==> src/rtl/core/cwk_pkg.sv <==
// Package for the CW paddle keyer: word types, register indexes and reset values.
`timescale 1ns / 1ps

package cwk_pkg;

  // Configuration register index
  localparam int unsigned CfgIdxW = 4;

  typedef enum logic [CfgIdxW-1:0] {
    REG_DOT_UNITS    = 4'd0,
    REG_UNIT_DIV     = 4'd1,
    REG_KEY_POLL_DIV = 4'd2,
    REG_TONE_DIV     = 4'd3
  } cfg_reg_t;

  localparam int unsigned CfgDataW = 16;
  localparam int unsigned DotW     = 12;
  localparam int unsigned DivW     = 16;
  localparam int unsigned ElemW    = 14;

  // Register reset values
  localparam logic [DotW-1:0] DotUnitsRst   = 12'd150;
  localparam logic [DivW-1:0] UnitDivRst    = 16'd10;
  localparam logic [DivW-1:0] KeyPollDivRst = 16'd20;
  localparam logic [DivW-1:0] ToneDivRst    = 16'd25;

  // Input word: active-low paddle lines
  typedef struct packed {
    logic dah_level;
    logic dit_level;
  } in_word_t;

  // Result word: keyer outputs after the tick
  typedef struct packed {
    logic tx_on;
    logic carrier_on;
    logic tone_out;
    logic sending_dash;
  } out_word_t;

endpackage

==> src/rtl/core/cw_paddle_keyer.sv <==
// CW paddle keyer: paddle polling, element timing and sidetone, one tick per word.
`timescale 1ns / 1ps
// A result word is registered in the output register when its input word is accepted.
// Throughput: one word per cycle unless the output register is full and stalled; all
//   per-tick updates are counter steps and flag logic between the state registers and the output register.
// in_ready stays high while the output register is empty or being drained.
// Reset (rst_n low, synchronous) restores register defaults and clears all keyer state.

module cw_paddle_keyer
  import cwk_pkg::*;
(
  input  logic                clk,
  input  logic                rst_n,
  // input channel
  input  logic                in_valid,
  output logic                in_ready,
  input  in_word_t            in_data,
  // result channel
  output logic                out_valid,
  input  logic                out_ready,
  output out_word_t           out_data,
  // configuration channel
  input  logic                cfg_valid,
  output logic                cfg_ready,
  input  logic [CfgIdxW-1:0]  cfg_index,
  input  logic [CfgDataW-1:0] cfg_data
);

  // Configuration registers
  logic [DotW-1:0]  dot_units_r;
  logic [DivW-1:0]  unit_div_r;
  logic [DivW-1:0]  poll_div_r;
  logic [DivW-1:0]  tone_div_r;

  // Keyer state
  logic [DivW-1:0]  poll_cnt_r,   poll_cnt_nxt;
  logic [DivW-1:0]  tone_cnt_r,   tone_cnt_nxt;
  logic [DivW-1:0]  prescale_r,   prescale_nxt;
  logic [ElemW-1:0] elem_cnt_r,   elem_cnt_nxt;
  logic             dash_seen_r,  dash_seen_nxt;
  logic             dot_seen_r,   dot_seen_nxt;
  logic             dash_pend_r,  dash_pend_nxt;
  logic             dot_pend_r,   dot_pend_nxt;
  logic             sending_r,    sending_nxt;
  logic             tone_en_r,    tone_en_nxt;
  logic             tone_pin_r,   tone_pin_nxt;
  logic             carrier_r,    carrier_nxt;
  logic             is_dash_r,    is_dash_nxt;

  // Output register
  logic             out_valid_r;
  out_word_t        out_data_r;

  logic             in_fire;

  // Element timing terms
  logic [DotW-1:0]  dot_len;
  logic [DivW-1:0]  unit_len;
  logic [ElemW-1:0] mark_len;
  logic [ElemW:0]   period_len;
  logic             dah_pressed;
  logic             dit_pressed;

  assign cfg_ready = 1'b1;
  assign in_ready  = !out_valid_r || out_ready;
  assign in_fire   = in_valid && in_ready;
  assign out_valid = out_valid_r;
  assign out_data  = out_data_r;

  assign dah_pressed = !in_data.dah_level;
  assign dit_pressed = !in_data.dit_level;

  // Zero lengths act as one
  assign dot_len    = (dot_units_r == '0) ? DotW'(1) : dot_units_r;
  assign unit_len   = (unit_div_r == '0) ? DivW'(1) : unit_div_r;
  assign mark_len   = is_dash_r ? (ElemW'(dot_len) << 1) + ElemW'(dot_len)
                                : ElemW'(dot_len);
  assign period_len = (ElemW+1)'(mark_len) + (ElemW+1)'(dot_len);

  // One tick of keyer update
  always_comb begin
    logic [DivW-1:0]  pre_inc;
    logic [ElemW-1:0] cnt_inc;

    poll_cnt_nxt  = poll_cnt_r;
    tone_cnt_nxt  = tone_cnt_r;
    prescale_nxt  = prescale_r;
    elem_cnt_nxt  = elem_cnt_r;
    dash_seen_nxt = dash_seen_r;
    dot_seen_nxt  = dot_seen_r;
    dash_pend_nxt = dash_pend_r;
    dot_pend_nxt  = dot_pend_r;
    sending_nxt   = sending_r;
    tone_en_nxt   = tone_en_r;
    tone_pin_nxt  = tone_pin_r;
    carrier_nxt   = carrier_r;
    is_dash_nxt   = is_dash_r;
    pre_inc       = prescale_r + DivW'(1);
    cnt_inc       = elem_cnt_r + ElemW'(1);

    // paddle poll: two pressed samples in a row arm a request
    if (poll_cnt_r <= DivW'(1)) begin
      poll_cnt_nxt = poll_div_r;
      if (dah_pressed) begin
        if (dash_seen_r) begin
          if (!dot_pend_r) dash_pend_nxt = 1'b1;
        end else begin
          dash_seen_nxt = 1'b1;
        end
      end else begin
        dash_seen_nxt = 1'b0;
      end
      if (dit_pressed) begin
        if (dot_seen_r) begin
          if (!dash_pend_nxt) dot_pend_nxt = 1'b1;
        end else begin
          dot_seen_nxt = 1'b1;
        end
      end else begin
        dot_seen_nxt = 1'b0;
      end
    end else begin
      poll_cnt_nxt = poll_cnt_r - DivW'(1);
    end

    // sidetone divider
    if (tone_cnt_r <= DivW'(1)) begin
      tone_cnt_nxt = tone_div_r;
      if (tone_en_r) tone_pin_nxt = !tone_pin_r;
    end else begin
      tone_cnt_nxt = tone_cnt_r - DivW'(1);
    end

    // element timer
    if (sending_r) begin
      prescale_nxt = pre_inc;
      if (pre_inc >= unit_len) begin
        prescale_nxt = '0;
        elem_cnt_nxt = cnt_inc;
        // mark end
        if (cnt_inc == mark_len) begin
          tone_en_nxt   = 1'b0;
          carrier_nxt   = 1'b0;
          dash_pend_nxt = 1'b0;
          dot_pend_nxt  = 1'b0;
        end
        // period end: chain the next element or drop transmit
        if ((ElemW+1)'(cnt_inc) >= period_len) begin
          prescale_nxt = '0;
          elem_cnt_nxt = '0;
          if (dash_pend_nxt || dot_pend_nxt) begin
            sending_nxt = 1'b1;
            tone_en_nxt = 1'b1;
            carrier_nxt = 1'b1;
            is_dash_nxt = dash_pend_nxt;
          end else begin
            sending_nxt = 1'b0;
            tone_en_nxt = 1'b0;
            carrier_nxt = 1'b0;
          end
        end
      end
    end

    // idle start
    if (!sending_nxt && (dash_pend_nxt || dot_pend_nxt)) begin
      sending_nxt  = 1'b1;
      tone_en_nxt  = 1'b1;
      carrier_nxt  = 1'b1;
      is_dash_nxt  = dash_pend_nxt;
      prescale_nxt = '0;
      elem_cnt_nxt = '0;
    end
  end

  // Configuration writes
  always_ff @(posedge clk) begin
    if (!rst_n) begin
      dot_units_r <= DotUnitsRst;
      unit_div_r  <= UnitDivRst;
      poll_div_r  <= KeyPollDivRst;
      tone_div_r  <= ToneDivRst;
    end else if (cfg_valid && cfg_ready) begin
      unique case (cfg_index)
        REG_DOT_UNITS:    dot_units_r <= cfg_data[DotW-1:0];
        REG_UNIT_DIV:     unit_div_r  <= cfg_data[DivW-1:0];
        REG_KEY_POLL_DIV: poll_div_r  <= cfg_data[DivW-1:0];
        REG_TONE_DIV:     tone_div_r  <= cfg_data[DivW-1:0];
        default: ;
      endcase
    end
  end

  // Keyer state update on each accepted word
  always_ff @(posedge clk) begin
    if (!rst_n) begin
      poll_cnt_r  <= KeyPollDivRst;
      tone_cnt_r  <= ToneDivRst;
      prescale_r  <= '0;
      elem_cnt_r  <= '0;
      dash_seen_r <= 1'b0;
      dot_seen_r  <= 1'b0;
      dash_pend_r <= 1'b0;
      dot_pend_r  <= 1'b0;
      sending_r   <= 1'b0;
      tone_en_r   <= 1'b0;
      tone_pin_r  <= 1'b0;
      carrier_r   <= 1'b0;
      is_dash_r   <= 1'b0;
    end else if (in_fire) begin
      poll_cnt_r  <= poll_cnt_nxt;
      tone_cnt_r  <= tone_cnt_nxt;
      prescale_r  <= prescale_nxt;
      elem_cnt_r  <= elem_cnt_nxt;
      dash_seen_r <= dash_seen_nxt;
      dot_seen_r  <= dot_seen_nxt;
      dash_pend_r <= dash_pend_nxt;
      dot_pend_r  <= dot_pend_nxt;
      sending_r   <= sending_nxt;
      tone_en_r   <= tone_en_nxt;
      tone_pin_r  <= tone_pin_nxt;
      carrier_r   <= carrier_nxt;
      is_dash_r   <= is_dash_nxt;
    end
  end

  // Output register
  always_ff @(posedge clk) begin
    if (!rst_n) begin
      out_valid_r <= 1'b0;
    end else if (in_fire) begin
      out_valid_r <= 1'b1;
    end else if (out_ready) begin
      out_valid_r <= 1'b0;
    end
  end

  always_ff @(posedge clk) begin
    if (in_fire) begin
      out_data_r.tx_on        <= sending_nxt;
      out_data_r.carrier_on   <= carrier_nxt;
      out_data_r.tone_out     <= tone_pin_nxt;
      out_data_r.sending_dash <= is_dash_nxt;
    end
  end

endmodule

==> config.mk <==
export PLATFORM = sky130hd
export DESIGN_NAME = cw_paddle_keyer
export DESIGN_NICKNAME = d
export VERILOG_FILES = /design/src/rtl/core/cwk_pkg.sv /design/src/rtl/core/cw_paddle_keyer.sv
export SDC_FILE = /design/constraint.sdc
export NUM_CORES = 1
export LEC_CHECK = 0
export BUFFER_PORTS_ARGS = -buffer_cell sky130_fd_sc_hd__buf_2
export CAP_MARGIN = 15
export CORE_UTILIZATION = 57
export CTS_CLUSTER_DIAMETER = 100
export DETAILED_ROUTE_END_ITERATION = 8
export GPL_TIMING_DRIVEN = 0
export PLACE_DENSITY = 0.82
export SYNTH_ARGS = -nofsm -noshare
export SYNTH_HDL_FRONTEND = slang
export SYNTH_SLANG_ARGS = --single-unit
==> constraint.sdc <==
create_clock -name clk -period 5.4 [get_ports clk]
set_input_delay 0.54 -clock clk [delete_from_list [all_inputs] [get_ports clk]]
set_output_delay 0.54 -clock clk [all_outputs]
set_load 0.05 [all_outputs]
==> Word-level counts from Yosys, hierarchy flattened <==
Index checks and enable logic that the tools add are counted.
{ "word_totals": {"ff_bits": 136, "input_bits": 27, "output_inout_bits": 7, "wordCells": 116} }
{ "op_classes": {"addsub": 6, "magnitude_cmp": 4, "eq_ne": 4, "n_mux": 57, "n_reduce_logical": 23} }
{ "op_table": {"columns": ["operator", "n"], "rows": [
  ["16-bit 2-to-1 mux", 6],
  ["14-bit 2-to-1 mux", 5],
  ["1-bit 2-to-1 mux", 45],
  ["16-bit by 1-bit <= comparator with 1-bit output (second input constant)", 2],
  ["16-bit by 1-bit subtractor with 16-bit output (second input constant)", 2],
  ["16-bit by 1-bit adder with 16-bit output (second input constant)", 1],
  ["16-bit greater-or-equal comparator", 1],
  ["16-bit zero test", 1],
  ["14-bit by 12-bit adder with 15-bit output", 1],
  ["14-bit by 15-bit greater-or-equal comparator with 1-bit output", 1],
  ["13-bit by 12-bit adder with 14-bit output", 1],
  ["14-bit by 1-bit adder with 14-bit output (second input constant)", 1],
  ["14-bit equality test", 1],
  ["12-bit zero test", 1],
  ["12-bit 2-to-1 mux", 1],
  ["2-bit AND reduction", 6],
  ["4-bit by 2-bit equality test with 1-bit output (second input constant)", 2],
  ["2-bit nonzero test", 3],
  ["4-bit by 1-bit equality test with 1-bit output (second input constant)", 1],
  ["4-bit zero test", 1],
  ["4-bit AND reduction", 1],
  ["1-bit zero test", 3],
  ["1-bit logical OR", 3],
  ["3-bit AND reduction", 1],
  ["other kinds (2)", 3]
]} }

==> Logic depth before layout (Yosys ltp) <==
Gate-level depths: netlist of the first run.
{ "logic_depth": {"ltp_word": 20, "ltp_mapped": 30, "ltp_nobuf": 28} }

==> Worst setup path after synthesis of the first run <==
OpenSTA, ideal clock, no wires.
{ "synth_path": {"path_kind": "reg-to-reg", "from": "register dot_units_r[10]", "to": "register elem_cnt_r[0]", "setup_ps": 65, "arrival_ps": 5736, "required_time_ps": 5335, "slack_ps": -401, "stages_incl_launch_ff": 29, "period_less_slack_ps": 5801, "path_cell_list": "dfxtp_1 > inv_1 > ha_1 > nand3_1 > nor4_2 > buf_4 > nor2_1 > ha_1 > o21ai_0 > o21bai_1 > or3_1 > a32o_1 > ha_1 > a21oi_1 > nand2_1 > a221o_1 > or3_1 > o22a_1 > xnor2_1 > ha_1 > a21oi_1 > nor2b_1 > a2111oi_0 > a21oi_1 > o21a_1 > nor3_4 > buf_6 > mux2i_1 > nor2_1"} }
{ "synth_between": {"elab_chain_cells": 17} }
{ "synth_lines": {"columns": ["item", "line_no", "rtl"], "rows": [
  ["start: declaration", "cw_paddle_keyer.sv:30", "logic [DotW-1:0] dot_units_r;"],
  ["start signal: assignment", "cw_paddle_keyer.sv:179", "dot_units_r <= DotUnitsRst;"],
  ["start signal: assignment", "cw_paddle_keyer.sv:185", "REG_DOT_UNITS: dot_units_r <= cfg_data[DotW-1:0];"],
  ["12-bit zero test", "cw_paddle_keyer.sv:74", "assign dot_len = (dot_units_r == '0) ? DotW'(1) : dot_units_r;"],
  ["12-bit 2-to-1 mux *", "cw_paddle_keyer.sv:74", null],
  ["parallel branches: the longest is 15 deep, another holds 14-bit by 12-bit adder with 15-bit output", null, null],
  ["end signal: assignment", "cw_paddle_keyer.sv:214", "elem_cnt_r <= elem_cnt_nxt;"],
  ["end: declaration", "cw_paddle_keyer.sv:39", "logic [ElemW-1:0] elem_cnt_r, elem_cnt_nxt;"]
]} }
Mark *: on every way between the ends. The select of a mux whose other input is x is not followed.
A chain may end at the register's enable or synchronous reset.

==> Final worst setup path of the first run <==
Ends and elaborated chain as after synthesis.

==> impl_metrics.yaml, run 1 <==
status:
  status: "finished, violations left"
  violations: "setup timing"
critical_path:
  critPathKind: "reg2reg"
  r2r-start: "dot_units_r[10]$_SDFFE_PN0P_"
  ff2ff_path_depth: 26
  r2r_end: "elem_cnt_r[0]$_SDFFE_PN0P_"
  r2r_slack_ns: -0.58
  end_kind: "flip-flop"
  cp_max_fo: 6
  cp.required_ns: 5.76
  critPathArrivalTime_ns: 6.34
  startpoint_type: "flip-flop"
placed_design:
  dp_hpwl_mm: 17.66
  gp_congestion: 0.9359
  io_buffer_count: 31
  placedCellCount: 1343
sta:
  clock_skew_ns: 0.008175
  layout_min_cycle_time_ns: 5.983
  worst_slack_ns: -0.5833
  finalMaxSlewViolations: 0
  tightest_slew_ns: 0.8347
  rsz0062_at_grt: "true"
  max-slew-margin-rel_pct: 44.09
  max_freq_ghz: 0.1671
  fin_crit_sh_pct: 110.8
  finalHoldViolations: 0
  finalSetupTns_ns: -11.06
  setup_violations: 21
clock_network:
  cts_root_buf: "clkbuf_16"
  clockBufferDepth: 2
  htreeDepth: 4
  cts_made_buffers: 17
  clk_pin_slew_ns: 0.06
  cts.sinks: 136
  clk_latency_ns: 0.43
  cts_tree: "built"
yosys:
  yosysWarnings: 0
  synthArstFlopShare_pct: 0
  synth_top_cell_by_area: "dfxtp_1"
  synth_top_area_share_pct: 30.45
  synthesis.nets: 1217
  synth_most_common_cell: "nand2_1"
  seq_area_frac_synth_pct: 31.83
  synthTopCellsByArea: "dfxtp_1 30%, ha_1 8.8%, nand2_1 8.3%"
  netlist_area_um2: 8678
  yosys_register_bits: 136
  syn_avg_cell_area_um2: 7.694
  syn_inst: 1128
  synthDistinctLibCells: 85
  synth-edff-count: 4
  yosys-top-cells-count: "191 x nand2_1, 132 x dfxtp_1, 114 x nor2_1, 103 x a21oi_1, 61 x ha_1"
  ys.flop_type: "dfxtp_1"
floorplanning:
  dieArea_um2: 15720
  ios: 34
  initial_core_util_pct: 59.04
  row_count: 44
  die_w_um: 125.4
  core_um2: 14700
  die_y_um: 125.4
power_and_ir_drop:
  ir_drop_mv: 0.2495
  powerDensity_nw_per_um2: 223.4
  p_leak_nw: 4.078
  power.total_w: 0.002315
drt:
  drc_errors: 0
  wl_per_cell_um: 18.39
  vias: 8881
  via_per_inst: 6.254
  drtPass1Iterations: 7
  postRouteAntennaNets: 0
  drtIter0Drc: 640
  totalWireLength_mm: 26.11
run:
  drv_cap: 0
finish:
  fin_util_pct: 70.50
  antennaDiodeCount: 0
  fin_nets: 1312
  drive_above_1_share_pct: 17.56
  fin_cells: 1420
  fillerInstances: 1121
  area_growth_pct: 19.41
hold_path:
  min_to: "out_valid$_SDFFE_PN0P_"
  min-delay-start: "in_valid"
  whs_path_depth: 3
  hp-class: "in2reg"
grt:
  grt_antenna_before_repair: 0
  grt-ovfl-total: 0
  grt_pass1_wl_mm: 41.03
  grt_usage_pct: 32.84
  grt_start_max_net_pins: 17
  grt_pass1_vias: 8323
[worst max path at each step]
stage / start / endpoint / cells after the start
2_1_floorplan: dot_units_r[10]$_SDFFE_PN0P_ / elem_cnt_r[0]$_SDFFE_PN0P_ / 27
6_report: dot_units_r[10]$_SDFFE_PN0P_ / elem_cnt_r[0]$_SDFFE_PN0P_ / 26
4_1_cts: dot_units_r[7]$_SDFFE_PN1P_ / elem_cnt_r[0]$_SDFFE_PN0P_ / 27
5_1_grt: dot_units_r[10]$_SDFFE_PN0P_ / elem_cnt_r[4]$_SDFFE_PN0P_ / 26
3_3_place_gp: dot_units_r[10]$_SDFFE_PN0P_ / elem_cnt_r[0]$_SDFFE_PN0P_ / 28
3_5_place_dp: dot_units_r[7]$_SDFFE_PN1P_ / elem_cnt_r[0]$_SDFFE_PN0P_ / 28
[state kept, by name (all words and copies together), names as in the netlist, 12 cells and up]
register,cells
unit_div_r,16
elem_cnt_r,14
dot_units_r,12
prescale_r,16
poll_div_r,16
tone_cnt_r,16
poll_cnt_r,16
tone_div_r,16
[per-stage QoR]
step | instance area (µm²) | setup slack (ns) | hold slack [ns]
floorplan | 8861 | -0.02985 | 0.4332
global placement | 9246 | -0.6755 | 0.4450
detailed placement | 9246 | -0.7871 | 0.4501
CTS | 10130 | -0.4216 | 0.3485
global route | 10360 | -0.7130 | 0.3590
finish | 10360 | -0.5833 | 0.3542
[cell families (layout without fill, tap and decap cells)]
kind of cell	Yosys count	after routing	share of synthesized area (%)
xor gates and xnor gates	58	58	6.099
adders and majority gates	62	62	9.025
buffers and inverters	103	211	4.772
and+or+nand+nor	463	463	25.40
AOI/OAI and AO/OA	302	302	22.48
DFF	136	136	31.83
muxes	3	3	0.3460
other	1	1	0.04321
[layout by cell type, fill, tap and decap left out, types with 13 or more instances in the layout]
cell,instances
xnor2_1,27
nand3_1,27
buf_2,35
o22ai_1,14
clkbuf_16,17
o21ai_0,52
a211oi_1,14
nor2_1,106
inv_1,39
a21oi_1,98
clkbuf_1,40
o211ai_1,19
a21o_1,15
a22oi_1,18
nor3_1,25
and3_1,13
buf_4,44
ha_1,48
dfxtp_1,122
xor2_1,29
nand2_1,188
[worst max-delay path, stage by stage, from the launching register on]
cell,delay (ns)
dfxtp_4,0.36
inv_4,0.07
ha_4,0.16
nand3_4,0.12
nor4_4,0.36
buf_6,0.21
nor2_2,0.08
ha_4,0.31
nor2_4,0.06
a2111oi_0,0.62
a211o_1,0.24
ha_1,0.30
a21o_1,0.21
a221o_1,0.33
or3_4,0.42
o22a_1,0.18
xnor2_1,0.13
ha_1,0.34
a21oi_2,0.17
nor2b_2,0.07
a2111oi_4,0.22
a21oi_2,0.13
o21a_1,0.17
nor3_4,0.28
buf_6,0.17
mux2i_1,0.07
nor2_1,0.12
[report_power, final]
group,internal (W),total [W],leakage (nW),switching (W)
Clock,0.000615,0.00108,0.268,0.000469
Sequential,0.00102,0.00103,1.11,0.0000136
Combinational,0.0000647,0.000196,2.70,0.000131
Total,0.00170,0.00232,4.08,0.000614
[area by class of cell]
cell class | count | area (µm²) | share of cell area [%]
multi-input cells | 889 | 5866 | 56.60
flip-flops and latches | 136 | 2785 | 26.88
repair buffers | 76 | 508.0 | 4.902
clock buffers | 20 | 456.7 | 4.407
plain buffers | 53 | 230.2 | 2.222
well taps | 184 | 230.2 | 2.222
inverters | 50 | 195.2 | 1.884
clock inverters | 12 | 91.34 | 0.8814
[repair_timing]
action | CTS | global route
gates resized for setup | 36 | 24
hold buffers | 0 | 0
pin swaps | 28 | 23
setup endpoints to repair | 21 | 21
setup buffers | 28 | 16
gates cloned | 1 | 0
[layer usage]
layer / routed length, µm / share of wire [%] / vias to the layer above / GRT usage [%]
li1: - / - / 4176 / -
met1: 10480 / 40 / 4151 / 40.28
met2: 12170 / 47 / 442 / 53.89
met3: 2237 / 8.6 / 112 / 7.445
met4: 1224 / 4.7 / 0 / 17.14
met5: 0 / 0 / - / 0
Note: power is estimated with default switching activity, not from simulation.
==> inputs of run 2 (changes only) <==
clock period = 5.3 ns   (was 5.4 ns; I/O delays follow)
==> run 2 against run 1 <==
Against the previous run:
- die area unchanged
- maximum frequency up 2.0%
- clock power up 9%
- core utilization up 1.1 points
- critical path depth up 2
- cell area up 1.5%
- non-clock buffer count up 10
- sequential share of layout area down 0.36 points
- sequential cell count unchanged
- highest routed layer unchanged
- combinational power up 3%
- worst hold slack worse by 0.0062 ns
- setup slack better by 0.020 ns
- the flow finishes with violations (DRC, setup timing)
==> impl_metrics.yaml, run 2 (same netlist as run 1, synthesis figures left out) <==
critical_path:
  cp.required_ns: 5.58
  startpoint_type: "flip-flop"
  r2r-start: "dot_units_r[2]$_SDFFE_PN1P_"
  r2r_slack_ns: -0.56
  cp_max_fo: 7
  end_kind: "flip-flop"
  critPathKind: "reg2reg"
  ff2ff_path_depth: 28
  slowest_delay_ns: 0.36
  critPathArrivalTime_ns: 6.14
  critPathLaunch: "dot_units_r[2]$_SDFFE_PN1P_"
  r2r_end: "carrier_r$_SDFFE_PN0P_"
  slowest_stage: "or3_4"
hold_path:
  hp-class: "in2reg"
  min-delay-start: "in_valid"
  min_to: "out_valid$_SDFFE_PN0P_"
  whs_path_depth: 3
placed_design:
  io_buffer_count: 31
  gp_congestion: 0.9425
  dp_hpwl_mm: 17.47
  placedCellCount: 1343
clock_network:
  htreeDepth: 4
  cts_root_buf: "clkbuf_16"
  clockBufferDepth: 2
  cts_tree: "built"
  cts.sinks: 136
  clk_pin_slew_ns: 0.06
  clk_latency_ns: 0.43
  cts_made_buffers: 17
power_and_ir_drop:
  p_sw_w: 0.0006116
  ir_drop_mv: 0.2663
  powerDensity_nw_per_um2: 231.4
  pwr-share-clk_pct: 48.5
  netSwitchingFraction_pct: 25.11
  power.total_w: 0.002435
  p_leak_nw: 4.128
  pwr-share-seq_pct: 43.2
  p_int_w: 0.001824
  p_comb_share_pct: 8.2
finish:
  fillerInstances: 1088
  fin_nets: 1322
  fin_cells: 1429
  antennaDiodeCount: 0
  drive_above_1_share_pct: 18.80
  final_common_cell: "nand2_1"
  fin_util_pct: 71.59
  area_growth_pct: 21.25
  final_cell_mix: "189 x nand2_1, 122 x dfxtp_1, 106 x nor2_1, 97 x a21oi_1, 55 x buf_4"
status:
  status: "finished, violations left"
  violations: "DRC, setup timing"
drt:
  postRouteAntennaNets: 0
  drtPass1Iterations: 8
  via_per_inst: 6.267
  vias: 8955
  drtIter0Drc: 743
  totalWireLength_mm: 26.32
  drc_errors: 3
  wl_per_cell_um: 18.42
sta:
  setup_violations: 21
  finalMaxSlewViolations: 0
  finalHoldViolations: 0
  worst_slack_ns: -0.5632
  layout_min_cycle_time_ns: 5.863
  max-slew-margin-rel_pct: 43.34
  max_freq_ghz: 0.1706
  rsz0062_at_grt: "true"
  clock_skew_ns: 0.01032
  tightest_slew_ns: 0.8499
  fin_crit_sh_pct: 110.6
grt:
  grt_start_max_net_pins: 17
  grt-ovfl-total: 0
  grt_usage_pct: 32.79
  grt_pass1_wl_mm: 40.91
  grt_antenna_before_repair: 0
  grt_pass1_vias: 8281
floorplanning:
  ios: 34
  row_count: 44
  core_um2: 14700
  die_y_um: 125.4
  initial_core_util_pct: 59.04
  die_w_um: 125.4
  dieArea_um2: 15720
run:
  drv_cap: 0
## run 2: repair_timing
| action | 4_1_cts | 5_1_grt |
|---|---|---|
| setup endpoints to repair | 21 | 21 |
| resized for setup | 43 | 32 |
| buffers inserted | 36 | 19 |
| pin swaps | 32 | 11 |
| gates cloned | 1 | 0 |
| hold buffers | 0 | 0 |
## run 2: power by group through the flow
stage | Clock [W] | Combinational, W | Sequential [W]
6_report | 0.00118 | 0.000201 | 0.00105
3_3_place_gp | 0 | 0.000178 | 0.00108
3_5_place_dp | 0 | 0.000180 | 0.00108
4_1_cts | 0.00118 | 0.000189 | 0.00105
2_1_floorplan | 0 | 0.000112 | 0.00108
5_1_grt | 0.00123 | 0.000215 | 0.00105
## run 2: worst max-delay path by stage
stage	endpoint	cells after the start
floorplan	elem_cnt_r[0]$_SDFFE_PN0P_	27
global placement	elem_cnt_r[0]$_SDFFE_PN0P_	28
detailed placement	elem_cnt_r[3]$_SDFFE_PN0P_	28
CTS	elem_cnt_r[2]$_SDFFE_PN0P_	27
global route	carrier_r$_SDFFE_PN0P_	28
finish	carrier_r$_SDFFE_PN0P_	28
## run 2: area by class of cell
class                      count  area (µm²)  share of cell area, %
tap                          184       230.2                  2.188
buffer                        53       232.7                  2.212
inverter                      50       200.2                  1.902
multi-input combinational    889        5906                  56.12
clock buffer                  22       464.2                  4.411
timing repair buffer          86       583.1                  5.541
sequential                   136        2790                  26.52
clock inverter                 9       116.4                  1.106
## run 2: metrics by stage
step	TNS (ns)	setup slack (ns)	hold WS [ns]	cell area, µm²
2_1_floorplan	-1.338	-0.1295	0.4332	8861
5_1_grt	-14.76	-0.7898	0.3518	10520
3_5_place_dp	-16.51	-0.9115	0.4473	9246
4_1_cts	-10.08	-0.5894	0.3457	10240
6_report	-9.844	-0.5632	0.3480	10520
3_3_place_gp	-13.79	-0.7587	0.4451	9246
## run 2: critical path: cells and delay by family, from the launching register on
family          cells  cell delay, ns
simple gates        7            1.42
compound gates     11            2.06
buf+inv             4            0.61
flops               1            0.35
mux                 1            0.20
xor+xnor            1            0.17
fa+ha+maj           4            0.89
## run 2: per-layer routing
layer  routed length, µm  vias to the layer above  GRT usage (%)
li1                    -                     4195              -
met1               10590                     4207          42.35
met2               12360                      450          52.55
met3                2361                      103          5.648
met4                1014                        0          17.14
met5                   0                        -              0
